**src/design/scc_pkg.sv**
```systemverilog
`timescale 1ns / 1ps
// ----------------------------------------------------------------------------
// scc_pkg
// shared types and constants of the sphere clip-space culling block
// ----------------------------------------------------------------------------
package scc_pkg;

  localparam int ENT_W      = 20;  // matrix entry, signed Q10.10
  localparam int COORD_W    = 24;  // coordinate and radius, signed Q14.10
  localparam int ID_W       = 16;
  localparam int PROD_W     = ENT_W + COORD_W;      // one matrix product
  localparam int CLIP_W     = PROD_W + 2;           // clip value, 20 fraction bits
  localparam int RAD_W      = ENT_W + COORD_W - 1;  // |diag| * positive radius
  localparam int CMP_W      = CLIP_W + 2;           // widened bound compare
  localparam int ONE_SHIFT  = 10;                   // homogeneous 1 at Q10
  localparam int W_THRESHOLD = 105;                 // 0.0001 at 20 fraction bits
  localparam int CFG_DATA_W = 3 * ENT_W;
  localparam int CFG_IDX_W  = 3;
  localparam int NUM_VP_REGS = 5;
  localparam int PIPE_DEPTH = 5;
  localparam int OCC_W      = 3;

  typedef enum logic [CFG_IDX_W-1:0] {
    REG_VP_0,
    REG_VP_1,
    REG_VP_2,
    REG_VP_3,
    REG_VP_4,
    REG_VP_LAST,
    REG_PROJ_DIAG
  } cfg_reg_e;

  typedef struct packed {
    logic [ID_W-1:0]           object_id;
    logic                      present;
    logic                      has_bounds;
    logic signed [COORD_W-1:0] origin_x;
    logic signed [COORD_W-1:0] origin_y;
    logic signed [COORD_W-1:0] origin_z;
    logic signed [COORD_W-1:0] sphere_radius;
  } in_item_t;

  typedef struct packed {
    logic [ID_W-1:0] result_id;
    logic            visible;
  } out_item_t;

  // decoded configuration seen by the datapath
  typedef struct packed {
    logic [15:0][ENT_W-1:0] ent;       // row-major view-projection matrix
    logic [2:0][ENT_W-1:0]  diag_abs;  // |P00|, |P11|, |P22|
  } mat_cfg_t;

  // per-transaction control that rides along the pipeline
  typedef struct packed {
    logic [ID_W-1:0] id;
    logic            present;
    logic            trivial;  // no bounds or radius <= 0
  } meta_t;

  typedef struct packed {
    meta_t                  meta;
    logic [3:0][CLIP_W-1:0] clip;  // cx, cy, cz, cw
    logic [2:0][RAD_W-1:0]  rad;   // rx, ry, rz
  } clip_item_t;

endpackage

```
**src/design/scc_cfg_regs.sv**
```systemverilog
`timescale 1ns / 1ps
// ----------------------------------------------------------------------------
// scc_cfg_regs
// configuration registers and decode of the matrix and diagonal entries
// ----------------------------------------------------------------------------
module scc_cfg_regs (
  input  logic                                 clk_i,
  input  logic                                 rst_ni,
  input  logic                                 cfg_we_i,
  input  logic [scc_pkg::CFG_IDX_W-1:0]        cfg_idx_i,
  input  logic [scc_pkg::CFG_DATA_W-1:0]       cfg_wdata_i,
  output scc_pkg::mat_cfg_t                    cfg_o
);

  logic [scc_pkg::NUM_VP_REGS-1:0][scc_pkg::CFG_DATA_W-1:0] vp_q;
  logic [scc_pkg::ENT_W-1:0]                                last_q;
  logic [scc_pkg::CFG_DATA_W-1:0]                           diag_q;

  always_ff @(posedge clk_i or negedge rst_ni) begin
    if (!rst_ni) begin
      vp_q   <= '0;
      last_q <= '0;
      diag_q <= '0;
    end else if (cfg_we_i) begin
      case (scc_pkg::cfg_reg_e'(cfg_idx_i))
        scc_pkg::REG_VP_0:      vp_q[0] <= cfg_wdata_i;
        scc_pkg::REG_VP_1:      vp_q[1] <= cfg_wdata_i;
        scc_pkg::REG_VP_2:      vp_q[2] <= cfg_wdata_i;
        scc_pkg::REG_VP_3:      vp_q[3] <= cfg_wdata_i;
        scc_pkg::REG_VP_4:      vp_q[4] <= cfg_wdata_i;
        scc_pkg::REG_VP_LAST:   last_q  <= cfg_wdata_i[scc_pkg::ENT_W-1:0];
        scc_pkg::REG_PROJ_DIAG: diag_q  <= cfg_wdata_i;
        default: ;  // unmapped index, write dropped
      endcase
    end
  end

  always_comb begin
    logic [scc_pkg::ENT_W-1:0] d;
    for (int k = 0; k < scc_pkg::NUM_VP_REGS; k++) begin
      for (int s = 0; s < 3; s++) begin
        cfg_o.ent[3*k+s] = vp_q[k][scc_pkg::ENT_W*s +: scc_pkg::ENT_W];
      end
    end
    cfg_o.ent[15] = last_q;
    for (int s = 0; s < 3; s++) begin
      d = diag_q[scc_pkg::ENT_W*s +: scc_pkg::ENT_W];
      cfg_o.diag_abs[s] = d[scc_pkg::ENT_W-1] ? (~d + 1'b1) : d;
    end
  end

endmodule

```
**config.mk**
```make
export PLATFORM = sky130hd
export DESIGN_NAME = scc_cfg_regs
export DESIGN_NICKNAME = d
export VERILOG_FILES = /design/src/design/scc_pkg.sv /design/src/design/scc_cfg_regs.sv
export SDC_FILE = /design/constraint.sdc
export NUM_CORES = 1
export LEC_CHECK = 0
export BUFFER_PORTS_ARGS = -buffer_cell sky130_fd_sc_hd__buf_4
export CORE_AREA = 2 2 178 224
export CTS_BUF_LIST = sky130_fd_sc_hd__clkbuf_4 sky130_fd_sc_hd__clkbuf_8
export DETAILED_ROUTE_END_ITERATION = 8
export DIE_AREA = 0 0 180 226
export HOLD_SLACK_MARGIN = 0.06
export PLACE_DENSITY_LB_ADDON = 0.25
export SLEW_MARGIN = 25
export SYNTH_ARGS = -nofsm -noshare
export SYNTH_HDL_FRONTEND = slang
export SYNTH_SLANG_ARGS = --single-unit
```
**constraint.sdc**
```tcl
create_clock -name clk_i -period 7.02 [get_ports clk_i]
set_input_delay 1.404 -clock clk_i [delete_from_list [all_inputs] [get_ports clk_i]]
set_output_delay 1.404 -clock clk_i [all_outputs]
set_load 0.05 [all_outputs]
```
==> PnR_summary.wiki, run 1 <==
{| class="wikitable"
! Metric !! Value
|-
| Post-CTS setup-driven buffer insertion count || 0
|-
| Worst Skew || 0 ns
|-
| Parity-gate share of the synthesized area counting xor and xnor cells || 2.933%
|-
| Layout Cell Area excl Fill || 0.02048 sq mm
|-
| Areal power density over the cells || 431.1 mW/mm^2
|-
| Hpwl dp || 28550 microns
|-
| Worst setup margin || 2.718 ns
|-
| Clock Tree Buf Depth || 3
|-
| Finish-stage setup viols || 0
|-
| Synthesized cell area || 0.01523 sq mm
|-
| Placed Instance Area || 0.01913 sq mm
|-
| Core area || 0.03861 sq mm
|-
| Synth cell types || 37
|-
| Peak VDD IR || 0.0002370 V
|-
| Ys async rst share || 100.0%
|-
| Fraction of the core area covered by cells at the end of the flow || 53.05%
|-
| Top_reg_cell synth || sky130_fd_sc_hd__dfrtp_1
|-
| Number of levels in the clock H-tree || 2
|-
| Insertion delay of the later-clocked pin in the worst-skew pair || 0.60 ns
|-
| Detailed-route via count || 10.05k
|-
| Summed negative setup slack over all endpoints || 0 ns
|-
| Final weighted congestion in routability-driven placement || 0.7902
|-
| Kind of end point of the critical path || primary output
|-
| Fin crit share || 61.28%
|-
| Number of detailed-routing iterations run before antenna repair || 4
|-
| Reg-to-reg critical path endpoint || diag_q[59]$_DFFE_PN0P_
|-
| Syn-to-layout area delta || 34.52%
|-
| Final number of max-transition violations || 0
|-
| Cell-by-cell trace of the critical path || nor4_1, nand4_1, o31ai_1, xnor2_1, buf_4
|-
| Post-layout min period || 4.302 ns
|-
| WL final || 41640 microns
|-
| Total Die Area || 0.04068 sq mm
|-
| Clock network power share || 22.2%
|-
| Number of cell rows || 81
|-
| Worst hold stages || 1
|-
| Pwr Total || 8831 uW
|-
| Number of clock sinks || 380
|-
| Global-route wire length before repair || 63760 microns
|-
| Critical path fanouts, max || 5
|-
| Switching part of the total || 43.53%
|-
| Setup slack on the worst flop-to-flop path || 5.83 ns
|-
| Net switching power figure || 3844 uW
|-
| Clk slew on worst S/H paths || 0.06 ns
|-
| Sequential-to-total area share from yosys stat || 62.45%
|-
| Aggregate global routing overflow || 0
|-
| Combinational cell fraction of total power || 43.6%
|-
| Width of the die || 180 microns
|-
| Routed WL per cell || 20.83 microns
|-
| Setup repair after global routing missed its margin || false
|-
| Chip Height || 226 microns
|-
| Max-cap viol count || 0
|-
| Pin count of the biggest net entering global routing || 175
|-
| Number of antenna violations at the first check in global routing || 1
|-
| Combinational family with the most area after synthesis || multiplexers
|-
| Cell count of the worst reg-to-reg path || 1
|-
| Total clock buffers created by CTS || 60
|-
| Number of global-route vias before repair || 10.48k
|-
| Initial core utilization || 39.43%
|-
| Fraction of the mapped netlist area in adder cells || 0.2465%
|-
| Hold/Removal Path Class || reg -> reg
|-
| Launch point of the worst hold path || cfg_o[285]$_DFFE_PN0P_
|-
| Average vias per placed instance || 5.025
|-
| Number of buffers inserted by port buffering || 445
|-
| Starting DRC count in detailed routing || 339
|-
| Part of the total power dissipated in sequential elements || 34.1%
|-
| CTS Hold Buffers Added || 0
|-
| Largest stage delay on the critical path || 0.78 ns
|-
| Final routed DRC violation total || 0
|-
| Post-cts sizing count || 0
|-
| Worst-margin pin slew || 0.8710 ns
|-
| Flip-flop and latch count after synthesis || 380
|-
| Post-synthesis share of cell area spent on and, or, nand and nor gates || 2.432%
|-
| Fraction of the mapped netlist area in compound gates || 2.087%
|-
| Startpoint class of the critical path || flip-flop
|-
| Multiplexer share of the synthesized area || 28.10%
|-
| Root buf cell || sky130_fd_sc_hd__clkbuf_8
|-
| Final net count || 1523
|-
| Worst setup timing slack at the placement stage || 3.338 ns
|-
| Gate count of the mapped netlist || 980
|-
| Headroom to the max-slew limit || 41.40%
|-
| Req. time, crit path || 5.62 ns
|-
| Kind of critical path || reg -> out
|-
| Count of warnings emitted by yosys || 0
|-
| Top-Level Pins || 446
|-
| WHS Endpoint || cfg_o[285]$_DFFE_PN0P_
|-
| Avg Cell Area, Syn || 15.54 sq um
|-
| Lkg Pwr || 0.009417 uW
|-
| Cell at the slowest stage of the critical path || sky130_fd_sc_hd__nor4_1
|-
| Worst R2R Start || diag_q[59]$_DFFE_PN0P_
|-
| Worst path arrival time || 2.90 ns
|-
| Post-Syn Nets || 1049
|-
| EDFF count, synth || 0
|-
| GRT Total Usage || 20.17%
|-
| ANT nets after route || 0
|-
| Power Internal || 4987 uW
|-
| Maximum achievable frequency || 0.2324 GHz
|-
| Outcome || complete, no violations
|-
| Total count of hold-check failures in the final report || 0
|-
| Fraction of final layout cells sized beyond drive strength 1 || 64.11%
|-
| TritonCTS clock tree || yes
|}
worst max path at each step:
stage | endpoint | depth (start not counted) | from | slack, ns
floorplan | cfg_o[59] | 3 | diag_q[50]$_DFFE_PN0P_ | 2.60
global placement | cfg_o[54] | 7 | diag_q[40]$_DFFE_PN0P_ | 3.42
detailed placement | cfg_o[14] | 5 | diag_q[6]$_DFFE_PN0P_ | 3.34
CTS | cfg_o[14] | 5 | diag_q[6]$_DFFE_PN0P_ | 2.63
global route | cfg_o[14] | 5 | diag_q[6]$_DFFE_PN0P_ | 2.49
finish | cfg_o[14] | 5 | diag_q[6]$_DFFE_PN0P_ | 2.72
cell usage after synthesis (2+ instances only):
library cell,instances,share of area (%)
sky130_fd_sc_hd__nor3_1,5,0.16
sky130_fd_sc_hd__nand2_1,15,0.37
sky130_fd_sc_hd__ha_1,3,0.25
sky130_fd_sc_hd__inv_1,12,0.30
sky130_fd_sc_hd__xor2_1,3,0.17
sky130_fd_sc_hd__nand4b_1,5,0.29
sky130_fd_sc_hd__or3b_1,2,0.12
sky130_fd_sc_hd__nand2b_1,3,0.12
sky130_fd_sc_hd__or4_1,3,0.15
sky130_fd_sc_hd__nor3b_1,2,0.099
sky130_fd_sc_hd__nand3_1,3,0.099
sky130_fd_sc_hd__buf_2,12,0.39
sky130_fd_sc_hd__o21ai_0,18,0.59
sky130_fd_sc_hd__xnor2_1,48,2.8
sky130_fd_sc_hd__nor4_1,10,0.41
sky130_fd_sc_hd__nand3b_1,2,0.099
sky130_fd_sc_hd__o31ai_1,12,0.59
sky130_fd_sc_hd__clkbuf_1,34,0.84
sky130_fd_sc_hd__dfrtp_1,380,62
sky130_fd_sc_hd__buf_4,3,0.15
sky130_fd_sc_hd__or3_1,3,0.12
sky130_fd_sc_hd__nor2_1,2,0.049
sky130_fd_sc_hd__mux2_2,380,28
sky130_fd_sc_hd__or4_4,2,0.15
sky130_fd_sc_hd__o31ai_2,2,0.16
sky130_fd_sc_hd__o41ai_1,5,0.29
metrics by stage:
| stage | instances | hold slack (ns) |
|---|---|---|
| floorplan | 980 | 0.5034 |
| global placement | 1888 | 0.4882 |
| detailed placement | 1888 | 0.4950 |
| CTS | 1995 | 0.5087 |
| global route | 1998 | 0.5161 |
| finish | 1999 | 0.5035 |
metal layers:
metal	global-route usage, %	vias to the layer above	part of all wire, %
met3	5.886	80	7.2
met2	33.85	339	50
met1	24.69	5171	40
met5	0	-	0
li1	-	4455	-
met4	7.527	0	3.4
final cells by class:
class	count	area (sq um)
Antenna cell	2	5.005
Clock buffer	95	1220
Clock inverter	12	68.82
Fill cell	3351	18130
Inverter	12	45.04
Multi-Input combinational cell	538	5472
Sequential cell	380	9509
Tap cell	498	623.1
Timing Repair Buffer	462	3541
sequential cells by signal, summed over array words and instances (netlist names):
register and count:
cfg_o 300, diag_q 60, last_q 20
power by group through the flow:
stage	registers, uW	clock network [uW]	logic, uW
final	3020	1960	3850
after CTS	3020	2020	3890
after detailed placement	3050	0	3890
after global routing	3080	2120	4000
after global placement	3020	0	3860
after floorplan	4420	0	1210
cell usage in the layout (no fill, tap or decap), types with 3 or more instances in the layout:
master and count:
sky130_fd_sc_hd__buf_4 457, sky130_fd_sc_hd__clkbuf_4 14, sky130_fd_sc_hd__clkbuf_8 81, sky130_fd_sc_hd__clkinv_2 9, sky130_fd_sc_hd__dfrtp_1 380, sky130_fd_sc_hd__ha_1 3
sky130_fd_sc_hd__inv_1 12, sky130_fd_sc_hd__mux2_2 380, sky130_fd_sc_hd__nand2_1 15, sky130_fd_sc_hd__nand2b_1 3, sky130_fd_sc_hd__nand3_1 3, sky130_fd_sc_hd__nand4b_1 5
sky130_fd_sc_hd__nor3_1 3, sky130_fd_sc_hd__nor4_1 10, sky130_fd_sc_hd__o21ai_0 18, sky130_fd_sc_hd__o31ai_1 12, sky130_fd_sc_hd__o41ai_1 5, sky130_fd_sc_hd__or3_1 3
sky130_fd_sc_hd__or4_1 3, sky130_fd_sc_hd__xnor2_1 48, sky130_fd_sc_hd__xor2_1 3
kinds of logic (layout without fill, tap and decap cells):
kind of cell | Yosys count | after routing
and+or+nand+nor | 61 | 61
buffers and inverters | 62 | 581
xor gates and xnor gates | 51 | 51
muxes | 380 | 380
DFF | 380 | 380
other | 0 | 2
AOI/OAI and AO/OA | 43 | 43
adders and majority gates | 3 | 3
critical path, delay by kind of cell, from the launching register on:
family | cells | cell delay [ns]
AND/OR/NAND/NOR | 2 | 1.14
flip-flops | 1 | 0.41
AO/OA/AOI/OAI | 1 | 0.34
buffers and inverters | 1 | 0.22
XOR/XNOR | 1 | 0.16
No activity file was read; power rests on OpenSTA's default activity.
==> inputs of run 2 (changes only) <==
==> constraint.sdc (replaced) <==
create_clock -name clk_i -period 3.74 [get_ports clk_i]
set_input_delay 0.748 -clock clk_i [delete_from_list [all_inputs] [get_ports clk_i]]
set_output_delay 0.748 -clock clk_i [all_outputs]
set_load 0.05 [all_outputs]
==> PnR_summary.wiki, run 2 (synthesis results as in run 1) <==
{| class="wikitable"
! Metric !! Value
|-
| Critical path fanouts, max || 6 (was 5)
|-
| TritonCTS clock tree || yes (unchanged)
|-
| GRT Total Usage || 20.09% (was 20.17%)
|-
| Syn-to-layout area delta || 34.69% (was 34.52%)
|-
| Total Die Area || 0.04068 sq mm (unchanged)
|-
| Starting DRC count in detailed routing || 276 (was 339)
|-
| Number of cell rows || 81 (unchanged)
|-
| Headroom to the max-slew limit || 38.85% (was 41.40%)
|-
| Top-Level Pins || 446 (unchanged)
|-
| Req. time, crit path || 2.99 ns (was 5.62 ns)
|-
| Number of antenna violations at the first check in global routing || 1 (unchanged)
|-
| Root buf cell || sky130_fd_sc_hd__clkbuf_8 (unchanged)
|-
| Width of the die || 180 microns (unchanged)
|-
| Worst-margin pin slew || 0.9172 ns (was 0.8710 ns)
|-
| Fraction of the core area covered by cells at the end of the flow || 53.12% (was 53.05%)
|-
| Worst path arrival time || 2.79 ns (was 2.90 ns)
|-
| Initial core utilization || 39.43% (unchanged)
|-
| Number of detailed-routing iterations run before antenna repair || 4 (unchanged)
|-
| Worst R2R Start || diag_q[59]$_DFFE_PN0P_ (unchanged)
|-
| Aggregate global routing overflow || 0 (unchanged)
|-
| Largest stage delay on the critical path || 0.57 ns (was 0.78 ns)
|-
| Total clock buffers created by CTS || 60 (unchanged)
|-
| Cell count after placement || 1892 (was 1888)
|-
| Most frequent cells in the layout || 459 x sky130_fd_sc_hd__buf_4, 380 x sky130_fd_sc_hd__mux2_2, 380 x sky130_fd_sc_hd__dfrtp_1, 79 x sky130_fd_sc_hd__clkbuf_8, 48 x sky130_fd_sc_hd__xnor2_1 (was 457 x sky130_fd_sc_hd__buf_4, 380 x sky130_fd_sc_hd__mux2_2, 380 x sky130_fd_sc_hd__dfrtp_1, 81 x sky130_fd_sc_hd__clkbuf_8, 48 x sky130_fd_sc_hd__xnor2_1)
|-
| Clock Tree Buf Depth || 3 (unchanged)
|-
| Startpoint class of the critical path || flip-flop (unchanged)
|-
| Fraction of final layout cells sized beyond drive strength 1 || 64.20% (was 64.11%)
|-
| Non-filler cells, final || 1996 (was 1999)
|-
| Clk slew on worst S/H paths || 0.06 ns (about the same)
|-
| Setup repair after global routing missed its margin || false (unchanged)
|-
| Insertion delay of the later-clocked pin in the worst-skew pair || 0.60 ns (about the same)
|-
| Gate family responsible for the most delay along the worst path || simple AND/OR/NAND/NOR gates (unchanged)
|-
| Finish-stage setup viols || 0 (unchanged)
|-
| Number of clock sinks || 380 (unchanged)
|-
| CP Buf/Inv Count || 1 (unchanged)
|-
| Reg-to-reg critical path endpoint || diag_q[59]$_DFFE_PN0P_ (unchanged)
|-
| Cell-by-cell trace of the critical path || or4_4, or3b_1, o41ai_4, xnor2_1, buf_4 (was nor4_1, nand4_1, o31ai_1, xnor2_1, buf_4)
|-
| Global-route wire length before repair || 63470 microns (was 63760 microns)
|-
| Hold/Removal Path Class || in -> async (was reg -> reg)
|-
| Lkg Pwr || 0.009428 uW (was 0.009417 uW)
|-
| Cell at the slowest stage of the critical path || sky130_fd_sc_hd__or3b_1 (was sky130_fd_sc_hd__nor4_1)
|-
| Detailed-route via count || 9972 (was 10.05k)
|-
| Kind of end point of the critical path || primary output (unchanged)
|-
| Final number of max-transition violations || 0 (unchanged)
|-
| Hpwl dp || 28540 microns (was 28550 microns)
|-
| Core area || 0.03861 sq mm (unchanged)
|-
| Fin crit share || 94.70%
|-
| Number of buffers inserted by port buffering || 445 (unchanged)
|-
| Worst Skew || 0 ns (unchanged)
|-
| Outcome || complete, no violations (unchanged)
|-
| WL final || 41410 microns (was 41640 microns)
|-
| Routed WL per cell || 20.75 microns (was 20.83 microns)
|-
| Cell count of the worst reg-to-reg path || 1 (unchanged)
|-
| Areal power density over the cells || 811.5 mW/mm^2 (was 431.1 mW/mm^2)
|-
| Post-layout min period || 3.542 ns
|-
| Chip Height || 226 microns (unchanged)
|-
| Leading cell type in the layout, fill and taps excluded || sky130_fd_sc_hd__buf_4 (unchanged)
|-
| Final net count || 1525 (was 1523)
|-
| Total count of hold-check failures in the final report || 0 (unchanged)
|-
| Kind of critical path || reg -> out (unchanged)
|-
| Worst Hold Margin || 0.1542 ns (was 0.5035 ns)
|-
| ANT nets after route || 0 (unchanged)
|-
| Number of global-route vias before repair || 10.40k (was 10.48k)
|-
| Pin count of the biggest net entering global routing || 91 (was 175)
|-
| Max-cap viol count || 0 (unchanged)
|-
| Maximum achievable frequency || 0.2823 GHz
|-
| Number of levels in the clock H-tree || 2 (unchanged)
|-
| Summed negative setup slack over all endpoints || 0 ns (unchanged)
|-
| Setup slack on the worst flop-to-flop path || 2.56 ns (was 5.83 ns)
|-
| Flip-flop count of the largest register, all copies and words added || 300 (unchanged)
|-
| Peak VDD IR || 0.0004050 V (was 0.0002370 V)
|-
| Final weighted congestion in routability-driven placement || 0.8038 (was 0.7902)
|-
| Average vias per placed instance || 4.996 (was 5.025)
|-
| Final routed DRC violation total || 0 (unchanged)
|}
-- run 2: worst max path at each step --
stage	cells past startpoint	slack [ns]	start	endpoint
final	5	0.20	diag_q[40]$_DFFE_PN0P_	cfg_o[55]
after global routing	5	0.05	diag_q[40]$_DFFE_PN0P_	cfg_o[55]
after CTS	7	0.05	diag_q[40]$_DFFE_PN0P_	cfg_o[54]
after detailed placement	7	0.74	diag_q[40]$_DFFE_PN0P_	cfg_o[54]
after global placement	7	0.78	diag_q[40]$_DFFE_PN0P_	cfg_o[54]
after floorplan	3	0.22	diag_q[14]$_DFFE_PN0P_	cfg_o[19]
-- run 2: repair_timing --
| item | in CTS | in global routing |
|---|---|---|
| gates resized for setup | 0 | 2 |
| buffers inserted | 0 | 0 |
| endpoints found under the setup margin | 0 | 5 |
| hold buffers | 0 | 0 |
-- run 2: per-layer routing --
| metal | vias to the layer above | global-route usage (%) | wire (microns) | share of wire [%] |
|---|---|---|---|---|
| met3 | 74 | 5.677 | 2818 | 6.8 |
| met5 | - | 0 | 0 | 0 |
| met4 | 0 | 7.710 | 1367 | 3.3 |
| met2 | 341 | 34.24 | 20820 | 50 |
| li1 | 4452 | - | - | - |
| met1 | 5105 | 24.19 | 16410 | 40 |
-- run 2: area by class of cell --
cell class,instances,area [sq um]
flip-flops and latches,380,9509
well taps,498,623.1
inverters,12,45.04
clock buffers,97,1222
clock inverters,6,80.08
repair buffers,464,3541
fillers,3270,18100
diodes,1,2.502
multi-input cells,538,5487
-- run 2: power by group --
group          internal (uW)  leakage (uW)  switching [uW]
registers               5020       0.00456             637
clock network           2180      0.000695            1570
logic                   2280       0.00417            4960
total                   9480       0.00943            7160
-- run 2: metrics by stage --
stage	instance area (sq um)	total power, uW	setup WS [ns]
2_1_floorplan	15230	10570	0.2220
3_3_place_gp	19200	12940	0.7830
3_5_place_dp	19200	13030	0.7393
4_1_cts	20500	16850	0.04610
5_1_grt	20510	17350	0.05132
6_report	20510	16640	0.1983
